<file path="src/design/assert_macros.svh">
// ---------------------------------------------------------------------------
// assert_macros.svh
// Concurrent assertion shorthands, clocked on clk and held off during reset.
// ---------------------------------------------------------------------------
`ifndef ASSERT_MACROS_SVH
`define ASSERT_MACROS_SVH

// Same-cycle implication.
`define KLX_ASSERT_IMP(label, ante, cons, msg) \
  label: assert property (@(posedge clk) disable iff (!rst_n) (ante) |-> (cons)) \
    else $error(msg);

// Next-cycle implication.
`define KLX_ASSERT_NXT(label, ante, cons, msg) \
  label: assert property (@(posedge clk) disable iff (!rst_n) (ante) |=> (cons)) \
    else $error(msg);

`endif

</file>
<file path="src/design/klx_pkg.sv">
// ---------------------------------------------------------------------------
// klx_pkg
// Shared types, codes and helpers of the keyword lexer.
// ---------------------------------------------------------------------------
package klx_pkg;

  // Default text buffer size in characters
  localparam int TEXT_MAX_DEF = 63;

  // Token kinds
  typedef logic [4:0] klx_kind_t;
  localparam klx_kind_t KIND_EOF    = 5'd0;
  localparam klx_kind_t KIND_LET    = 5'd1;
  localparam klx_kind_t KIND_PRINT  = 5'd2;
  localparam klx_kind_t KIND_IF     = 5'd3;
  localparam klx_kind_t KIND_ELSE   = 5'd4;
  localparam klx_kind_t KIND_WHILE  = 5'd5;
  localparam klx_kind_t KIND_IDENT  = 5'd6;
  localparam klx_kind_t KIND_NUMBER = 5'd7;
  localparam klx_kind_t KIND_STRING = 5'd8;
  localparam klx_kind_t KIND_EQ     = 5'd9;
  localparam klx_kind_t KIND_ASSIGN = 5'd13;
  localparam klx_kind_t KIND_PLUS   = 5'd14;
  localparam klx_kind_t KIND_MINUS  = 5'd15;
  localparam klx_kind_t KIND_MUL    = 5'd16;
  localparam klx_kind_t KIND_DIV    = 5'd17;
  localparam klx_kind_t KIND_SEMI   = 5'd18;
  localparam klx_kind_t KIND_LPAREN = 5'd19;
  localparam klx_kind_t KIND_RPAREN = 5'd20;
  localparam klx_kind_t KIND_LBRACE = 5'd21;
  localparam klx_kind_t KIND_RBRACE = 5'd22;
  localparam klx_kind_t KIND_GT     = 5'd23;
  localparam klx_kind_t KIND_LT     = 5'd24;

  // Pending operator codes (first character of a possible pair)
  localparam logic [1:0] PEND_EQ   = 2'd0;
  localparam logic [1:0] PEND_BANG = 2'd1;
  localparam logic [1:0] PEND_LT   = 2'd2;
  localparam logic [1:0] PEND_GT   = 2'd3;

  // Keyword spellings, first character in the top byte
  localparam logic [23:0] KW_LET   = "let";
  localparam logic [39:0] KW_PRINT = "print";
  localparam logic [15:0] KW_IF    = "if";
  localparam logic [31:0] KW_ELSE  = "else";
  localparam logic [39:0] KW_WHILE = "while";

  // Scanner mode
  typedef enum logic [2:0] {
    MODE_IDLE = 3'd0,
    MODE_WORD = 3'd1,
    MODE_NUM  = 3'd2,
    MODE_STR  = 3'd3,
    MODE_OP   = 3'd4
  } klx_mode_t;

  // Byte class
  typedef enum logic [2:0] {
    CLS_OTHER,
    CLS_SPACE,
    CLS_LETTER,
    CLS_DIGIT,
    CLS_QUOTE,
    CLS_PEND,
    CLS_SINGLE
  } klx_cls_t;

  // Controller states
  typedef enum logic [2:0] {
    ST_IDLE,
    ST_DECIDE,
    ST_RD,
    ST_CHAR,
    ST_TOKEN,
    ST_FRESH,
    ST_EOF
  } klx_state_t;

  // Where to go once a pending token is out
  typedef enum logic [1:0] {
    AFT_NONE,
    AFT_FRESH,
    AFT_EOF
  } klx_after_t;

  // Controller to datapath
  typedef struct packed {
    logic      load_in;
    logic      append;
    logic      begin_text;
    logic      set_mode;
    klx_mode_t mode;
    logic      set_pend;
    logic [1:0] pend;
    logic      idx_clr;
    logic      idx_inc;
    logic      rd_en;
    logic      emit;
    klx_kind_t kind;
    logic      emit_char;
    logic      trunc;
    logic      last;
  } klx_cmd_t;

  // Datapath to controller
  typedef struct packed {
    klx_mode_t  mode;
    klx_cls_t   cls;
    klx_kind_t  single_kind;
    logic [1:0] pend_code;
    logic [1:0] pend;
    logic       byte_eq;
    logic       eoi;
    klx_kind_t  kw_kind;
    logic       len_zero;
    logic       ovf;
    logic       char_last;
    logic       slot_free;
  } klx_sts_t;

  // Token for an operator character that was not followed by '='
  function automatic klx_kind_t lone_op_kind(input logic [1:0] p);
    klx_kind_t k;
    unique case (p)
      PEND_EQ: k = KIND_ASSIGN;
      PEND_LT: k = KIND_LT;
      PEND_GT: k = KIND_GT;
      default: k = KIND_EOF;
    endcase
    return k;
  endfunction

endpackage

</file>
<file path="src/design/klx_ctrl.sv">
// ---------------------------------------------------------------------------
// klx_ctrl
// Sequencer of the lexer: decides per byte, flushes tokens, drives the datapath.
// ---------------------------------------------------------------------------
module klx_ctrl (
  input  logic              clk,
  input  logic              rst_n,
  input  logic              in_tvalid,
  output logic              in_tready,
  input  klx_pkg::klx_sts_t sts,
  output klx_pkg::klx_cmd_t cmd
);

  klx_pkg::klx_state_t state_r, state_nxt;
  klx_pkg::klx_after_t after_r, after_nxt;
  klx_pkg::klx_kind_t  tok_r, tok_nxt;
  logic                tok_trunc_r, tok_trunc_nxt;
  klx_pkg::klx_kind_t  txt_r, txt_nxt;

  logic                flush;
  klx_pkg::klx_after_t flush_after;
  logic                start_text;
  klx_pkg::klx_kind_t  start_kind;

  // State after a finished token
  function automatic klx_pkg::klx_state_t after_state(input klx_pkg::klx_after_t a);
    klx_pkg::klx_state_t s;
    unique case (a)
      klx_pkg::AFT_FRESH: s = klx_pkg::ST_FRESH;
      klx_pkg::AFT_EOF:   s = klx_pkg::ST_EOF;
      default:            s = klx_pkg::ST_IDLE;
    endcase
    return s;
  endfunction

  // State registers
  always_ff @(posedge clk) begin
    if (!rst_n) begin
      state_r <= klx_pkg::ST_IDLE;
      after_r <= klx_pkg::AFT_NONE;
    end else begin
      state_r <= state_nxt;
      after_r <= after_nxt;
    end
  end

  // Token holding registers
  always_ff @(posedge clk) begin
    tok_r       <= tok_nxt;
    tok_trunc_r <= tok_trunc_nxt;
    txt_r       <= txt_nxt;
  end

  assign in_tready = (state_r == klx_pkg::ST_IDLE);

  // Next state and commands
  always_comb begin
    state_nxt     = state_r;
    after_nxt     = after_r;
    tok_nxt       = tok_r;
    tok_trunc_nxt = tok_trunc_r;
    txt_nxt       = txt_r;
    cmd           = '0;
    cmd.mode      = klx_pkg::MODE_IDLE;
    flush         = 1'b0;
    flush_after   = klx_pkg::AFT_NONE;
    start_text    = 1'b0;
    start_kind    = klx_pkg::KIND_IDENT;

    unique case (state_r)
      klx_pkg::ST_IDLE: begin
        if (in_tvalid) begin
          cmd.load_in = 1'b1;
          state_nxt   = klx_pkg::ST_DECIDE;
        end
      end

      klx_pkg::ST_DECIDE: begin
        if (sts.eoi) begin
          flush       = 1'b1;
          flush_after = klx_pkg::AFT_EOF;
        end else begin
          unique case (sts.mode)
            klx_pkg::MODE_WORD: begin
              if (sts.cls == klx_pkg::CLS_LETTER || sts.cls == klx_pkg::CLS_DIGIT) begin
                cmd.append = 1'b1;
                state_nxt  = klx_pkg::ST_IDLE;
              end else begin
                flush       = 1'b1;
                flush_after = klx_pkg::AFT_FRESH;
              end
            end
            klx_pkg::MODE_NUM: begin
              if (sts.cls == klx_pkg::CLS_DIGIT) begin
                cmd.append = 1'b1;
                state_nxt  = klx_pkg::ST_IDLE;
              end else begin
                flush       = 1'b1;
                flush_after = klx_pkg::AFT_FRESH;
              end
            end
            klx_pkg::MODE_STR: begin
              if (sts.cls == klx_pkg::CLS_QUOTE) begin
                flush       = 1'b1;
                flush_after = klx_pkg::AFT_NONE;
              end else begin
                cmd.append = 1'b1;
                state_nxt  = klx_pkg::ST_IDLE;
              end
            end
            klx_pkg::MODE_OP: begin
              if (sts.byte_eq) begin
                // two-character comparison operator
                cmd.set_mode  = 1'b1;
                tok_nxt       = klx_pkg::KIND_EQ + {3'd0, sts.pend};
                tok_trunc_nxt = 1'b0;
                after_nxt     = klx_pkg::AFT_NONE;
                state_nxt     = klx_pkg::ST_TOKEN;
              end else begin
                flush       = 1'b1;
                flush_after = klx_pkg::AFT_FRESH;
              end
            end
            default: state_nxt = klx_pkg::ST_FRESH;
          endcase
        end
      end

      klx_pkg::ST_RD: begin
        cmd.rd_en = 1'b1;
        state_nxt = klx_pkg::ST_CHAR;
      end

      klx_pkg::ST_CHAR: begin
        if (sts.slot_free) begin
          cmd.emit      = 1'b1;
          cmd.kind      = txt_r;
          cmd.emit_char = 1'b1;
          cmd.last      = sts.char_last;
          cmd.trunc     = sts.char_last & sts.ovf;
          cmd.idx_inc   = 1'b1;
          state_nxt     = sts.char_last ? after_state(after_r) : klx_pkg::ST_RD;
        end
      end

      klx_pkg::ST_TOKEN: begin
        if (sts.slot_free) begin
          cmd.emit  = 1'b1;
          cmd.kind  = tok_r;
          cmd.trunc = tok_trunc_r;
          cmd.last  = 1'b1;
          state_nxt = after_state(after_r);
        end
      end

      klx_pkg::ST_FRESH: begin
        cmd.set_mode = 1'b1;
        state_nxt    = klx_pkg::ST_IDLE;
        unique case (sts.cls)
          klx_pkg::CLS_LETTER: begin
            cmd.begin_text = 1'b1;
            cmd.append     = 1'b1;
            cmd.mode       = klx_pkg::MODE_WORD;
          end
          klx_pkg::CLS_DIGIT: begin
            cmd.begin_text = 1'b1;
            cmd.append     = 1'b1;
            cmd.mode       = klx_pkg::MODE_NUM;
          end
          klx_pkg::CLS_QUOTE: begin
            cmd.begin_text = 1'b1;
            cmd.mode       = klx_pkg::MODE_STR;
          end
          klx_pkg::CLS_PEND: begin
            cmd.set_pend = 1'b1;
            cmd.pend     = sts.pend_code;
            cmd.mode     = klx_pkg::MODE_OP;
          end
          klx_pkg::CLS_SINGLE: begin
            tok_nxt       = sts.single_kind;
            tok_trunc_nxt = 1'b0;
            after_nxt     = klx_pkg::AFT_NONE;
            state_nxt     = klx_pkg::ST_TOKEN;
          end
          default: ;
        endcase
      end

      klx_pkg::ST_EOF: begin
        if (sts.slot_free) begin
          cmd.emit  = 1'b1;
          cmd.kind  = klx_pkg::KIND_EOF;
          cmd.last  = 1'b1;
          state_nxt = klx_pkg::ST_IDLE;
        end
      end

      default: state_nxt = klx_pkg::ST_IDLE;
    endcase

    // Flush of the pending token; mode returns to idle
    if (flush) begin
      after_nxt    = flush_after;
      cmd.set_mode = 1'b1;
      cmd.mode     = klx_pkg::MODE_IDLE;
      unique case (sts.mode)
        klx_pkg::MODE_WORD: begin
          if (sts.kw_kind != klx_pkg::KIND_EOF) begin
            tok_nxt       = sts.kw_kind;
            tok_trunc_nxt = 1'b0;
            state_nxt     = klx_pkg::ST_TOKEN;
          end else begin
            start_text = 1'b1;
            start_kind = klx_pkg::KIND_IDENT;
          end
        end
        klx_pkg::MODE_NUM: begin
          start_text = 1'b1;
          start_kind = klx_pkg::KIND_NUMBER;
        end
        klx_pkg::MODE_STR: begin
          start_text = 1'b1;
          start_kind = klx_pkg::KIND_STRING;
        end
        klx_pkg::MODE_OP: begin
          if (sts.pend != klx_pkg::PEND_BANG) begin
            tok_nxt       = klx_pkg::lone_op_kind(sts.pend);
            tok_trunc_nxt = 1'b0;
            state_nxt     = klx_pkg::ST_TOKEN;
          end else begin
            state_nxt = after_state(flush_after);
          end
        end
        default: state_nxt = after_state(flush_after);
      endcase

      // Text token: empty text is one result without a character
      if (start_text) begin
        txt_nxt = start_kind;
        if (sts.len_zero) begin
          tok_nxt       = start_kind;
          tok_trunc_nxt = sts.ovf;
          state_nxt     = klx_pkg::ST_TOKEN;
        end else begin
          cmd.idx_clr = 1'b1;
          state_nxt   = klx_pkg::ST_RD;
        end
      end
    end
  end

endmodule

</file>
<file path="src/design/klx_dpath.sv">
// ---------------------------------------------------------------------------
// klx_dpath
// Lexer datapath: input byte, scanner state, text buffer and result register.
// ---------------------------------------------------------------------------
module klx_dpath #(
  parameter int TEXT_MAX = klx_pkg::TEXT_MAX_DEF
) (
  input  logic               clk,
  input  logic               rst_n,
  input  logic [7:0]         in_byte,
  input  logic               in_eoi,
  input  klx_pkg::klx_cmd_t  cmd,
  output klx_pkg::klx_sts_t  sts,
  input  logic               out_tready,
  output logic               out_tvalid,
  output klx_pkg::klx_kind_t out_kind,
  output logic [7:0]         out_char,
  output logic               out_char_valid,
  output logic               out_trunc,
  output logic               out_last
);

  localparam int LEN_W = $clog2(TEXT_MAX + 1);
  localparam int IDX_W = $clog2(TEXT_MAX);

  logic [7:0]          byte_r;
  logic                eoi_r;
  klx_pkg::klx_mode_t  mode_r, mode_nxt;
  logic [LEN_W-1:0]    len_r, len_nxt, len_base;
  logic                ovf_r, ovf_nxt, ovf_base;
  logic [1:0]          pend_r, pend_nxt;
  logic [7:0]          kw_r [5];
  logic [7:0]          mem [TEXT_MAX];
  logic [7:0]          rd_data_r;
  logic [LEN_W-1:0]    idx_r;
  logic                wr_en;
  logic                kw_wr;

  klx_pkg::klx_cls_t   cls;
  klx_pkg::klx_kind_t  single_kind;
  logic [1:0]          pend_code;
  klx_pkg::klx_kind_t  kw_kind;

  logic                out_valid_r;
  klx_pkg::klx_kind_t  out_kind_r;
  logic [7:0]          out_char_r;
  logic                out_cv_r;
  logic                out_trunc_r;
  logic                out_last_r;
  logic                slot_free;

  // Item capture
  always_ff @(posedge clk) begin
    if (cmd.load_in) begin
      byte_r <= in_byte;
      eoi_r  <= in_eoi;
    end
  end

  // Byte classification
  always_comb begin
    cls         = klx_pkg::CLS_OTHER;
    single_kind = klx_pkg::KIND_EOF;
    pend_code   = klx_pkg::PEND_EQ;
    if (byte_r == 8'h20 || (byte_r >= 8'h09 && byte_r <= 8'h0d)) begin
      cls = klx_pkg::CLS_SPACE;
    end else if ((byte_r >= "a" && byte_r <= "z") || (byte_r >= "A" && byte_r <= "Z")) begin
      cls = klx_pkg::CLS_LETTER;
    end else if (byte_r >= "0" && byte_r <= "9") begin
      cls = klx_pkg::CLS_DIGIT;
    end else if (byte_r == 8'h22) begin
      cls = klx_pkg::CLS_QUOTE;
    end else begin
      unique case (byte_r)
        "=": begin cls = klx_pkg::CLS_PEND; pend_code = klx_pkg::PEND_EQ; end
        "!": begin cls = klx_pkg::CLS_PEND; pend_code = klx_pkg::PEND_BANG; end
        "<": begin cls = klx_pkg::CLS_PEND; pend_code = klx_pkg::PEND_LT; end
        ">": begin cls = klx_pkg::CLS_PEND; pend_code = klx_pkg::PEND_GT; end
        "+": begin cls = klx_pkg::CLS_SINGLE; single_kind = klx_pkg::KIND_PLUS; end
        "-": begin cls = klx_pkg::CLS_SINGLE; single_kind = klx_pkg::KIND_MINUS; end
        "*": begin cls = klx_pkg::CLS_SINGLE; single_kind = klx_pkg::KIND_MUL; end
        "/": begin cls = klx_pkg::CLS_SINGLE; single_kind = klx_pkg::KIND_DIV; end
        ";": begin cls = klx_pkg::CLS_SINGLE; single_kind = klx_pkg::KIND_SEMI; end
        "(": begin cls = klx_pkg::CLS_SINGLE; single_kind = klx_pkg::KIND_LPAREN; end
        ")": begin cls = klx_pkg::CLS_SINGLE; single_kind = klx_pkg::KIND_RPAREN; end
        "{": begin cls = klx_pkg::CLS_SINGLE; single_kind = klx_pkg::KIND_LBRACE; end
        "}": begin cls = klx_pkg::CLS_SINGLE; single_kind = klx_pkg::KIND_RBRACE; end
        default: ;
      endcase
    end
  end

  // Text append; a new token restarts at position zero
  always_comb begin
    len_base = cmd.begin_text ? '0 : len_r;
    ovf_base = cmd.begin_text ? 1'b0 : ovf_r;
    len_nxt  = len_base;
    ovf_nxt  = ovf_base;
    wr_en    = 1'b0;
    kw_wr    = 1'b0;
    if (cmd.append) begin
      if (len_base < LEN_W'(TEXT_MAX)) begin
        wr_en   = 1'b1;
        kw_wr   = (len_base < LEN_W'(5));
        len_nxt = len_base + LEN_W'(1);
      end else begin
        ovf_nxt = 1'b1;
      end
    end
  end

  always_comb begin
    mode_nxt = cmd.set_mode ? cmd.mode : mode_r;
    pend_nxt = cmd.set_pend ? cmd.pend : pend_r;
  end

  // Scanner state
  always_ff @(posedge clk) begin
    if (!rst_n) begin
      mode_r <= klx_pkg::MODE_IDLE;
      len_r  <= '0;
      ovf_r  <= 1'b0;
      pend_r <= klx_pkg::PEND_EQ;
    end else begin
      mode_r <= mode_nxt;
      len_r  <= len_nxt;
      ovf_r  <= ovf_nxt;
      pend_r <= pend_nxt;
    end
  end

  // Text buffer and keyword shadow of the first five characters
  always_ff @(posedge clk) begin
    if (wr_en) begin
      mem[len_base[IDX_W-1:0]] <= byte_r;
    end
    if (kw_wr) begin
      kw_r[len_base[2:0]] <= byte_r;
    end
    if (cmd.rd_en) begin
      rd_data_r <= mem[idx_r[IDX_W-1:0]];
    end
  end

  // Emit index
  always_ff @(posedge clk) begin
    if (cmd.idx_clr) begin
      idx_r <= '0;
    end else if (cmd.idx_inc) begin
      idx_r <= idx_r + LEN_W'(1);
    end
  end

  // Keyword match; a cut word never matches
  always_comb begin
    kw_kind = klx_pkg::KIND_EOF;
    if (!ovf_r) begin
      if (len_r == LEN_W'(3) && {kw_r[0], kw_r[1], kw_r[2]} == klx_pkg::KW_LET) begin
        kw_kind = klx_pkg::KIND_LET;
      end else if (len_r == LEN_W'(5) &&
                   {kw_r[0], kw_r[1], kw_r[2], kw_r[3], kw_r[4]} == klx_pkg::KW_PRINT) begin
        kw_kind = klx_pkg::KIND_PRINT;
      end else if (len_r == LEN_W'(2) && {kw_r[0], kw_r[1]} == klx_pkg::KW_IF) begin
        kw_kind = klx_pkg::KIND_IF;
      end else if (len_r == LEN_W'(4) &&
                   {kw_r[0], kw_r[1], kw_r[2], kw_r[3]} == klx_pkg::KW_ELSE) begin
        kw_kind = klx_pkg::KIND_ELSE;
      end else if (len_r == LEN_W'(5) &&
                   {kw_r[0], kw_r[1], kw_r[2], kw_r[3], kw_r[4]} == klx_pkg::KW_WHILE) begin
        kw_kind = klx_pkg::KIND_WHILE;
      end
    end
  end

  // Result register
  assign slot_free = !out_valid_r || out_tready;

  always_ff @(posedge clk) begin
    if (!rst_n) begin
      out_valid_r <= 1'b0;
    end else if (cmd.emit) begin
      out_valid_r <= 1'b1;
    end else if (out_tready) begin
      out_valid_r <= 1'b0;
    end
  end

  always_ff @(posedge clk) begin
    if (cmd.emit) begin
      out_kind_r  <= cmd.kind;
      out_char_r  <= cmd.emit_char ? rd_data_r : 8'd0;
      out_cv_r    <= cmd.emit_char;
      out_trunc_r <= cmd.trunc;
      out_last_r  <= cmd.last;
    end
  end

  assign out_tvalid     = out_valid_r;
  assign out_kind       = out_kind_r;
  assign out_char       = out_char_r;
  assign out_char_valid = out_cv_r;
  assign out_trunc      = out_trunc_r;
  assign out_last       = out_last_r;

  // Status to the controller
  always_comb begin
    sts             = '0;
    sts.mode        = mode_r;
    sts.cls         = cls;
    sts.single_kind = single_kind;
    sts.pend_code   = pend_code;
    sts.pend        = pend_r;
    sts.byte_eq     = (byte_r == "=");
    sts.eoi         = eoi_r;
    sts.kw_kind     = kw_kind;
    sts.len_zero    = (len_r == '0);
    sts.ovf         = ovf_r;
    sts.char_last   = ((idx_r + LEN_W'(1)) == len_r);
    sts.slot_free   = slot_free;
  end

endmodule

</file>
<file path="src/design/keyword_lexer_top.sv">
// ---------------------------------------------------------------------------
// keyword_lexer_top
// Byte-stream tokenizer with keyword, number, string and operator tokens.
// ---------------------------------------------------------------------------
// Input channel: one source byte per transfer on in_tdata; in_tlast high marks
// end of input (the byte is then ignored), which flushes any pending token and
// sends an EOF token.
// Output channel: one result per transfer. A token with text is sent as one
// transfer per character, out_tlast on its final character; tokens without
// text are a single transfer with char_valid low.
// Sequence: a byte that only extends the current token goes through the
// decide state back to idle. A flushed text token sends each character as a
// registered text buffer read, then the output load; a token without text
// needs no buffer read. The controller handles one byte at a time, so the
// byte rate is set by the sequencer and the buffer read port.
// Reset: the scanner returns to idle with an empty buffer; no result pending.
// Stall: a result waits in the output register while out_tready is low and
// the sequencer holds; no input is taken until the byte is fully handled.
// ---------------------------------------------------------------------------
`include "assert_macros.svh"

module keyword_lexer_top #(
  parameter int TEXT_MAX = klx_pkg::TEXT_MAX_DEF
) (
  input  logic        clk,
  input  logic        rst_n,
  input  logic        in_tvalid,
  output logic        in_tready,
  input  logic [7:0]  in_tdata,   // [7:0] byte_in
  input  logic        in_tlast,   // end_of_input
  output logic        out_tvalid,
  input  logic        out_tready,
  output logic [15:0] out_tdata,  // [7:0] text_char, [8] char_valid, [9] truncated
  output logic [4:0]  out_tuser,  // [4:0] token_kind
  output logic        out_tlast   // last
);

  klx_pkg::klx_cmd_t  cmd;
  klx_pkg::klx_sts_t  sts;
  klx_pkg::klx_kind_t kind;
  logic [7:0]         text_char;
  logic               char_valid;
  logic               truncated;

  klx_ctrl u_ctrl (
    .clk       (clk),
    .rst_n     (rst_n),
    .in_tvalid (in_tvalid),
    .in_tready (in_tready),
    .sts       (sts),
    .cmd       (cmd)
  );

  klx_dpath #(
    .TEXT_MAX (TEXT_MAX)
  ) u_dpath (
    .clk            (clk),
    .rst_n          (rst_n),
    .in_byte        (in_tdata),
    .in_eoi         (in_tlast),
    .cmd            (cmd),
    .sts            (sts),
    .out_tready     (out_tready),
    .out_tvalid     (out_tvalid),
    .out_kind       (kind),
    .out_char       (text_char),
    .out_char_valid (char_valid),
    .out_trunc      (truncated),
    .out_last       (out_tlast)
  );

  assign out_tdata = {6'd0, truncated, char_valid, text_char};
  assign out_tuser = kind;

  // Checks
  `KLX_ASSERT_NXT(a_one_byte, in_tvalid && in_tready, !in_tready, "byte taken while busy")
  `KLX_ASSERT_IMP(a_trunc_last, out_tvalid && out_tdata[9], out_tlast, "truncated off last")
  `KLX_ASSERT_IMP(a_char_zero, out_tvalid && !out_tdata[8], out_tdata[7:0] == 8'd0,
                  "text char set without char_valid")

endmodule
</file>
<file path="config.mk">
export PLATFORM = sky130hd
export DESIGN_NAME = keyword_lexer_top
export DESIGN_NICKNAME = d
export VERILOG_FILES = /design/src/design/klx_pkg.sv /design/src/design/klx_ctrl.sv /design/src/design/klx_dpath.sv /design/src/design/keyword_lexer_top.sv
export VERILOG_INCLUDE_DIRS = /design/src /design/src/design
export SDC_FILE = /design/constraint.sdc
export NUM_CORES = 1
export LEC_CHECK = 0
export ABC_CLOCK_PERIOD_IN_PS = 9180
export BUFFER_PORTS_ARGS = -buffer_cell sky130_fd_sc_hd__buf_2
export CORE_MARGIN = 3
export CORE_UTILIZATION = 39
export DETAILED_ROUTE_END_ITERATION = 12
export SYNTH_ARGS = -nofsm -noshare
export SYNTH_HDL_FRONTEND = slang
export SYNTH_SLANG_ARGS = --single-unit
</file>
<file path="constraint.sdc">
create_clock -name clk -period 9.18 [get_ports clk]
set_input_delay 0.918 -clock clk [delete_from_list [all_inputs] [get_ports clk]]
set_output_delay 0.918 -clock clk [all_outputs]
set_load 0.02 [all_outputs]
</file>
* After elaboration in Yosys (flattened, before gate mapping)
Memories as Yosys holds them, arrays and structs flattened. A register that Yosys moved wholly into a read port is not among the register bits.
Cells that the tools add are included.
** Operators by class
- Add/sub/neg operators :: 3
- Order comparisons :: 10
- Equal/unequal tests :: 51
- Mux-type cells :: 137
- Bitwise gates (word level) :: 1
- Reduce and logical (&&, ||, !) cells :: 27
** Operators with widths (number)
- $eq A8 B6 Y1 const B :: 13
- $mux W5 :: 18
- $eq A40 B39 Y1 const B :: 2
- $mux W3 :: 22
- $mux W1 :: 52
- $pmux W5 S9 :: 1
- $mux W6 :: 6
- $eq A32 B31 Y1 const B :: 1
- $eq A24 B23 Y1 const B :: 1
- $mux W2 :: 12
- $pmux W3 S4 :: 2
- $eq A3 B3 Y1 const B :: 7
- $pmux W3 S7 :: 1
- $pmux W5 S2 :: 2
- $eq A3 B2 Y1 const B :: 6
- $pmux W3 S2 :: 3
- $pmux W6 S3 :: 1
- $eq A16 B15 Y1 const B :: 1
- $eq A8 B7 Y1 const B :: 2
- $ge A8 B7 Y1 const B :: 2
- $le A8 B7 Y1 const B :: 2
- $pmux W5 S3 :: 1
- $add A6 B1 Y6 const B :: 2
- $eq A6 B2 Y1 const B :: 2
- 41 further kinds :: 67
** Word-level totals
- Register bits after elaboration :: 60
- Bits in writable memories :: 544
- Bits of input ports :: 13
- Output and inout bits :: 24
- Word-level logic and storage cells :: 249
- Memories :: 2
** Memories
- u_dpath.mem :: words 63, bits a word 8, rd ports 1, clocked after memory_dff 1, write ports 1, line klx_dpath.sv:33 : logic [7:0] mem [TEXT_MAX];
- u_dpath.kw_r :: words 5, bits a word 8, rd ports 5, clocked after memory_dff 0, write ports 1, line klx_dpath.sv:32 : logic [7:0] kw_r [5];

* Logic depth before layout (Yosys ltp)
Gate-level depths: netlist of run 1.
- Word-level depth :: 19
- Gate-level depth with buffers :: 15
- Gate-level depth less buffers :: 12

* By module
Synthesis of run 1 repeated with hierarchy kept, for this count alone.
** Unflattened totals
- Cell total of the unflattened synthesis :: 1507
- Area total of the unflattened synthesis :: 25331.8 um^2
** By module, submodules not included
- klx_dpath :: instances 1, cells each 1280, area an instance 23687.7 um^2, seq. area each 17707.0 um^2
- klx_ctrl :: instances 1, cells each 218, area an instance 1580.3 um^2, seq. area each 310.3 um^2
- keyword_lexer_top :: instances 1, cells each 9, area an instance 63.8 um^2, seq. area each 0.0 um^2

* Least setup slack after synthesis of run 1
No wires, ideal clock.
- Path type :: register to register
- Start :: register u_dpath.byte_r[2]
- End :: memory u_dpath.kw_r[4][0], enable pin
- Setup time :: 383 ps
- Data arrival time :: 4081 ps
- Required time :: 8797 ps
- Setup slack :: 4715 ps
- Cell stages (with the launch flop) :: 15
- Buffers on the path :: 2
- Period minus slack after synthesis :: 4465 ps
- Cell sequence :: edfxtp_1 -> buf_2 -> nor3_1 -> a211o_1 -> or2_1 -> a31o_1 -> buf_2 -> nand2_1 -> inv_1 -> ha_1 -> nand2_1 -> nor2_1 -> a21oi_4 -> nand3b_2 -> nor3_1
** On the way
- Longest elaborated chain between the ends :: 17
- Elaborated cells on any way between the ends :: 58
- Classes of those cells :: order compare (10); eq/ne (18); mux (19); reduce/logical (11)
** Ends and longest elaborated chain
- from (decl) :: line klx_dpath.sv:26 : logic [7:0] byte_r;
- from (signal assigned) :: line klx_dpath.sv:55 : byte_r <= in_byte;
- $eq A8 B6 Y1 or $eq A8 B7 Y1 (tied branches) :: line klx_dpath.sv:74 : unique case (byte_r)
- $reduce_or A9 Y1 (no source line) or $reduce_or A4 Y1 (tied branches)
- $pmux W3 S2 :: line klx_dpath.sv:74
- $mux W3 :: line klx_dpath.sv:71 : end else if (byte_r == 8'h22) begin
- $mux W3 :: line klx_dpath.sv:69 : end else if (byte_r >= "0" && byte_r <= "9") begin
- $mux W3 :: line klx_dpath.sv:67 : end else if ((byte_r >= "a" && byte_r <= "z") || (byte_r >= "A" && byte_r <= "Z")) begin
- $mux W3 (*) :: line klx_dpath.sv:65 : if (byte_r == 8'h20 || (byte_r >= 8'h09 && byte_r <= 8'h0d)) begin
- $eq A3 B3 Y1, or another cell as far along :: line klx_ctrl.sv:103, klx_ctrl.sv:159
- $reduce_or A3 Y1 (no source line)
- $mux W1 :: line klx_ctrl.sv:159 : unique case (sts.cls)
- $mux W1 :: line klx_ctrl.sv:70 : unique case (state_r)
- $mux W6 :: line klx_dpath.sv:95 : len_base = cmd.begin_text ? '0 : len_r;
- $lt A6 B3 Y1 or $lt A6 B6 Y1 (tied branches) :: line klx_dpath.sv:104, klx_dpath.sv:102
- $mux W1 :: line klx_dpath.sv:102 : if (len_base < LEN_W'(TEXT_MAX)) begin
- $mux W1 :: line klx_dpath.sv:101 : if (cmd.append) begin
- $mux W1 :: line klx_dpath.sv:137 : if (kw_wr) begin
- $mux W1 (not written as such) :: line klx_dpath.sv:138 : kw_r[len_base[2:0]] <= byte_r;
- to (decl) :: line klx_dpath.sv:32
Every way passes the cells marked *; elsewhere a longest branch is shown, timed or not.

* Final worst setup path of run 1
- Start :: register u_dpath.byte_r[4]
- End :: memory u_dpath.mem[6][7], enable pin
** On the way
- Longest elaborated chain between the ends :: 17
- Elaborated cells on any way between the ends :: 57
- Classes of those cells :: order compare (9); eq/ne (18); mux (19); reduce/logical (11)
** Ends and longest elaborated chain
- $eq A8 B6 Y1 or $eq A8 B7 Y1 (tied branches) :: line klx_dpath.sv:74
- $reduce_or A9 Y1 (no source line) or $reduce_or A4 Y1 (tied branches)
- $pmux W3 S2 :: line klx_dpath.sv:74
- $mux W3 :: line klx_dpath.sv:71
- $mux W3 :: line klx_dpath.sv:69
- $mux W3 :: line klx_dpath.sv:67
- $mux W3 (*) :: line klx_dpath.sv:65
- $eq A3 B3 Y1, or another cell as far along :: line klx_ctrl.sv:103, klx_ctrl.sv:159
- $reduce_or A3 Y1 (no source line)
- $mux W1 :: line klx_ctrl.sv:159
- $mux W1 :: line klx_ctrl.sv:70
- $mux W6 :: line klx_dpath.sv:95
- $lt A6 B6 Y1 :: line klx_dpath.sv:102
- $mux W1 :: line klx_dpath.sv:102
- $mux W1 :: line klx_dpath.sv:101
- $mux W1 :: line klx_dpath.sv:134 : if (wr_en) begin
- $mux W1 (not written as such) :: line klx_dpath.sv:135 : mem[len_base[IDX_W-1:0]] <= byte_r;
- to (decl) :: line klx_dpath.sv:33
Marked as above.

==> results of run 1 <==
## registers in the layout, summed over array words and instances, names as in the netlist, 2 cells and up
register	cells
u_dpath.kw_r	40
u_dpath.rd_data_r	8
u_dpath.out_char	8
u_dpath.mem	504
u_ctrl.state_r	3
u_dpath.out_kind	5
u_dpath.idx_r	6
u_dpath.byte_r	8
u_dpath.mode_r	3
u_ctrl.txt_r	3
u_ctrl.tok_r	5
u_dpath.len_r	6
u_dpath.pend_r	2
u_ctrl.after_r	2
## routing by layer
metal / routed length [um] / track usage
met4: 1190 / 0.0438
met1: 25600 / 0.254
met5: 13 / 0
met3: 3650 / 0.0254
met2: 27800 / 0.276
## Yosys cell counts (18+ instances only)
master      n
inv_1      21
mux4_2    160
nand2_1    52
clkbuf_1   41
nor2_1    114
a21oi_1    28
dfxtp_1    30
and2_1     18
o21ai_0    24
buf_2      22
nor2b_1    19
edfxtp_1  580
## cells by family after synthesis
kind of cell	share of synthesized area
flops	0.716
simple gates	0.0692
fa+ha+maj	0.00547
compound gates	0.0365
buf+inv	0.0188
mux	0.149
xor+xnor	0.00557
other cells	0.000149
## final timing paths
path / startpoint / to / depth (start not counted)
worst max-delay path: u_dpath.byte_r[4] / u_dpath.mem[6][7] / 12
worst min-delay path: in_tdata[6] / u_dpath.byte_r[6] / 1
worst max register to register: u_dpath.byte_r[4] / u_dpath.mem[6][7] / 12
worst min register to register: u_ctrl.tok_trunc_r / u_ctrl.tok_trunc_r / 2
## power breakdown
part	switching, mW	internal [mW]
Sequential	0.0542	3.07
Combinational	0.309	0.302
Clock	1.04	1.42
## critical path: stages (launching register included)
cell      delay, ps
edfxtp_1        940
nor3_1          220
a211o_1         320
or2_1           270
a31o_1          370
nand2_1         180
inv_1            70
ha_1            210
nand2_1          80
nor2_1           90
a21oi_4         310
nand4b_1        750
nor2_1          840
## area by class of cell
cell class	instances	area share
flip-flops and latches	610	0.640
repair buffers	49	0.0108
clock buffers	76	0.0573
well taps	846	0.0376
inverters	21	0.00280
clock inverters	40	0.0135
multi-input cells	661	0.238
## metrics by stage
stage | instance area [um^2] | total power, mW
3_5_place_dp | 26200 | 3.81
3_3_place_gp | 26200 | 3.81
4_1_cts | 28200 | 6.27
2_1_floorplan | 25200 | 3.62
6_report | 28200 | 6.20
5_1_grt | 28200 | 6.42
==> impl_metrics.py, run 1 <==
metrics = {
    "critical_path": {
        "crit_path_start_kind": "register",
        "cp_max_fo": 29,
        "r2r_slack_ps": 4130,
        "arrival_ps": 5290,
        "worstSetupPathType": "register to register",
        "cp.required_ps": 9420,
        "endpoint_kind": "register",
    },
    "finish": {
        "final_cell_mix": "edfxtp_1, mux4_2, nor2_1, clkbuf_16, nand2_1",
        "areaGrowthSynthToFinish_pct": 11.9,
        "fill_cells": 5350,
        "regArea_um2": 18000,
        "drive_gt1_frac": 0.228,
        "finalNonFillerCells": 2303,
        "insertedDiodeCount": 0,
        "multi_input_area_um2": 6710,
        "final_common_cell": "edfxtp_1",
        "fin_nets": 1428,
        "final_util": 0.444,
    },
    "synth": {
        "ys_async_sr_fraction": 0,
        "netlist_area_um2": 25200,
        "synth-edff-count": 580,
        "yosys.area.top_type": "edfxtp_1",
        "ys_seq_area_frac": 0.716,
        "synth_top_area_frac": 0.692,
        "syn_avg_cell_area_um2": 18.4,
        "synth_flop_cell": "edfxtp_1",
        "yosys-top-cells-area": "edfxtp_1, mux4_2, dfxtp_1",
        "yosysUniqueCellTypes": 84,
        "synth-seq-cells": 610,
        "syn_inst": 1370,
        "yosys_warnings": 0,
    },
    "cts": {
        "clock-sinks": 610,
        "ctsHoldBuffers": 0,
        "htreeDepth": 2,
        "cts_buffer_depth": 3,
        "clk_latency_ps": 620,
        "cts-root-buf": "clkbuf_16",
        "cts_resized": 0,
        "post_cts.repair.setup_buffers": 0,
        "cts_tree": "built",
        "clk_pin_slew_worst_paths_ps": 60,
        "numCtsBuffers": 61,
    },
    "floorplan": {
        "die_x_um": 260,
        "die_y_um": 260,
        "dieArea_um2": 67600,
        "ioPinCount": 37,
        "initial_core_util": 0.397,
        "rows": 92,
        "core_um2": 63400,
    },
    "detailed_routing": {
        "dr.pass1.iters": 7,
        "drtAntennaViolNets": 0,
        "wl_per_cell_um": 25.3,
        "viasPerCell": 5.63,
        "dr_total_vias": 13000,
        "route.detailed.drc": 0,
        "totalWireLength_mm": 58.3,
        "detail_route.iter0.violations": 1581,
    },
    "run_status": {
        "run_status": "complete, no violations",
    },
    "sta": {
        "setup_tns_ps": 0,
        "slew_viol_final": 0,
        "post-route-min-period_ps": 5050,
        "relSlewSlack": 0.233,
        "setup_violations": 0,
        "final.period_utilization": 0.550,
        "rsz0062_at_grt": "false",
        "worst_slew_pin_slew_ps": 1150,
        "final_hold_viol_count": 0,
        "finalClockSkew_ps": 20.7,
        "fmax_mhz": 198,
        "whs_ps": 484,
        "fin_ws_ps": 4130,
    },
    "power_and_ir_drop": {
        "irDropWorstVdd_uv": 143,
        "p_per_area_nw_per_um2": 220,
        "leakagePower_nw": 8.57,
    },
    "placed_design": {
        "port_buffers": 30,
        "routabilityCongestion": 0.837,
        "dp.cells": 2187,
        "hpwl_mm": 37.3,
        "place_ws_ps": 4160,
    },
    "grt": {
        "grt_max_degree": 96,
        "grt_pass1_vias": 13000,
        "grt_pass1_wl_mm": 88.0,
        "grtUsageTotal": 0.174,
        "antenna_found_initial": 2,
        "grt_overflow": 0,
    },
    "min_path": {
        "worst_hold_path_type": "input pin to register",
    },
    "flow_run": {
        "maxCapViolations": 0,
    },
}
(Power assumes the default switching activity.)
==> run 2, diff against run 1 <==
- ABC_CLOCK_PERIOD_IN_PS: 9180 -> 4800
- clock period: 9.18 -> 4.8 ns (I/O delays scaled with it)
==> run 2 against run 1 <==
  * Utilization rose by 0.77 points
  * Maximum frequency increased by 18%
  * Flip-flop and latch count is the same
  * Register-to-register slack lost 3600 ps
  * Global-route usage rose by 0.37 points
  * Combinational power grew 100%
  * Sequential share of layout area down 1.1 points
  * First-iteration DRC count shrank 6.6%
  * Largest cell class unchanged
  * Critical path depth is 1 higher
  * Critical endpoint is now u_dpath.mem[19][3]
  * Clock skew increased by 21 ps
  * Power rose by 91%
  * Critical path type unchanged
==> impl_metrics.py, run 2 (same netlist as run 1, synthesis figures left out) <==
metrics = {
    "finish": {
        "finalNonFillerCells": 2366,
        "final_common_cell": "edfxtp_1",
        "fin_area_um2": 28700,
        "fill_cells": 5357,
        "insertedDiodeCount": 0,
        "largest_reg_flops": 504,
        "areaGrowthSynthToFinish_pct": 13.8,
        "final_cell_mix": "edfxtp_1, mux4_2, nor2_1, buf_4, clkbuf_16",
        "drive_gt1_frac": 0.261,
        "fin_nets": 1496,
    },
    "detailed_routing": {
        "viasPerCell": 5.55,
        "drtAntennaViolNets": 0,
        "dr.pass1.iters": 5,
        "totalWireLength_mm": 59.0,
        "route.detailed.drc": 0,
        "wl_per_cell_um": 24.9,
        "dr_total_vias": 13100,
        "detail_route.iter0.violations": 1477,
    },
    "cts": {
        "clk_latency_ps": 640,
        "htreeDepth": 2,
        "ctsHoldBuffers": 0,
        "clk_pin_slew_worst_paths_ps": 60,
        "clock-sinks": 610,
        "numCtsBuffers": 60,
        "post_cts.repair.setup_buffers": 0,
        "cts_resized": 0,
        "cts_tree": "built",
        "cts-root-buf": "clkbuf_16",
        "cts_buffer_depth": 3,
    },
    "sta": {
        "setup_violations": 0,
        "final_hold_viol_count": 0,
        "final.period_utilization": 0.891,
        "rsz0062_at_grt": "false",
        "setup_tns_ps": 0,
        "fmax_mhz": 234,
        "slew_viol_final": 0,
        "worst_slew_pin_slew_ps": 1160,
        "post-route-min-period_ps": 4280,
        "finalClockSkew_ps": 41.6,
        "relSlewSlack": 0.224,
    },
    "power_and_ir_drop": {
        "switchingPower_mw": 2.66,
        "p_seq_frac": 0.502,
        "p_clk_frac": 0.393,
        "irDropWorstVdd_uv": 279,
        "pwr-share-comb": 0.104,
        "p_per_area_nw_per_um2": 413,
        "power_mw": 11.8,
        "leakagePower_nw": 8.92,
        "p_sw_frac": 0.225,
        "intPower_mw": 9.17,
    },
    "floorplan": {
        "core_um2": 63400,
        "dieArea_um2": 67600,
        "die_y_um": 260,
        "rows": 92,
        "initial_core_util": 0.397,
        "ioPinCount": 37,
        "die_x_um": 260,
    },
    "critical_path": {
        "cp_max_fo": 21,
        "cp.required_ps": 5040,
        "rr_worst_depth": 13,
        "arrival_ps": 4510,
        "worstSetupPathType": "register to register",
        "endpoint_kind": "register",
        "crit_path_start_kind": "register",
    },
    "grt": {
        "grt_pass1_vias": 13200,
        "grt_pass1_wl_mm": 89.7,
        "antenna_found_initial": 2,
        "grtUsageTotal": 0.178,
        "grt_max_degree": 63,
        "grt_overflow": 0,
    },
    "placed_design": {
        "routabilityCongestion": 0.857,
        "dp.cells": 2256,
        "port_buffers": 30,
        "hpwl_mm": 38.3,
        "place_area_um2": 26700,
    },
    "flow_run": {
        "maxCapViolations": 0,
    },
    "min_path": {
        "worst_hold_path_type": "input pin to register",
        "hold_depth": 1,
    },
    "run_status": {
        "run_status": "complete, no violations",
    },
}
## run 2: cell count changes in the layout (fill, tap and decap cells not counted), sizes merged
cell / before / now
clkbuf: 76 / 72
bufinv: 6 / 7
inv: 23 / 22
clkinvlp: 4 / 2
buf: 49 / 118
## run 2: cell type report
type	instances	area (um^2)	area share
Clock buffer	72	1570	0.0547
Clock inverter	38	388	0.0135
Inverter	21	78.8	0.00275
Multi-Input combinational cell	661	6710	0.234
Sequential cell	610	18000	0.629
Tap cell	846	1060	0.0369
Timing Repair Buffer	118	836	0.0292
## run 2: path summary, 6_finish.rpt
check,slack (ps),startpoint,to
setup / recovery,520,u_dpath.byte_r[4],u_dpath.mem[19][3]
hold / removal,40,in_tlast,u_dpath.eoi_r
setup reg to reg,520,u_dpath.byte_r[4],u_dpath.mem[19][3]
hold reg to reg,500,u_ctrl.tok_trunc_r,u_ctrl.tok_trunc_r
## run 2: metal layers
layer,global-route usage,share of wire,vias up
met3,0.0271,0.062,81
met5,0,0,-
li1,-,-,5721
met2,0.275,0.47,492
met4,0.0480,0.023,0
met1,0.264,0.45,6844
## run 2: through the flow
stage,utilization,hold slack [ps],worst slack (ps)
after global routing,0.452,20.3,191
after floorplan,-,459,335
after detailed placement,0.421,491,634
final,0.452,39.4,524
after CTS,0.452,10.2,606
after global placement,0.421,477,748
## run 2: worst max-delay path, stage by stage, from the launching register on
cell and delay [ps]:
edfxtp_1 390, buf_4 260, nor4bb_1 580, nand2_1 250, a31o_1 400, nand2_1 170, inv_1 80, ha_1 210
nand2_1 80, nor2_1 100, a21oi_4 320, nand3_1 120, buf_4 260, nor2_1 660
## run 2: power by group through the flow
| stage | Sequential [mW] | Combinational [mW] | Clock [mW] |
|---|---|---|---|
| after floorplan | 6.06 | 0.870 | 0 |
| after global placement | 6.06 | 1.25 | 0 |
| after detailed placement | 6.06 | 1.26 | 0 |
| after CTS | 5.95 | 1.26 | 4.74 |
| final | 5.94 | 1.24 | 4.65 |
| after global routing | 5.95 | 1.32 | 4.98 |
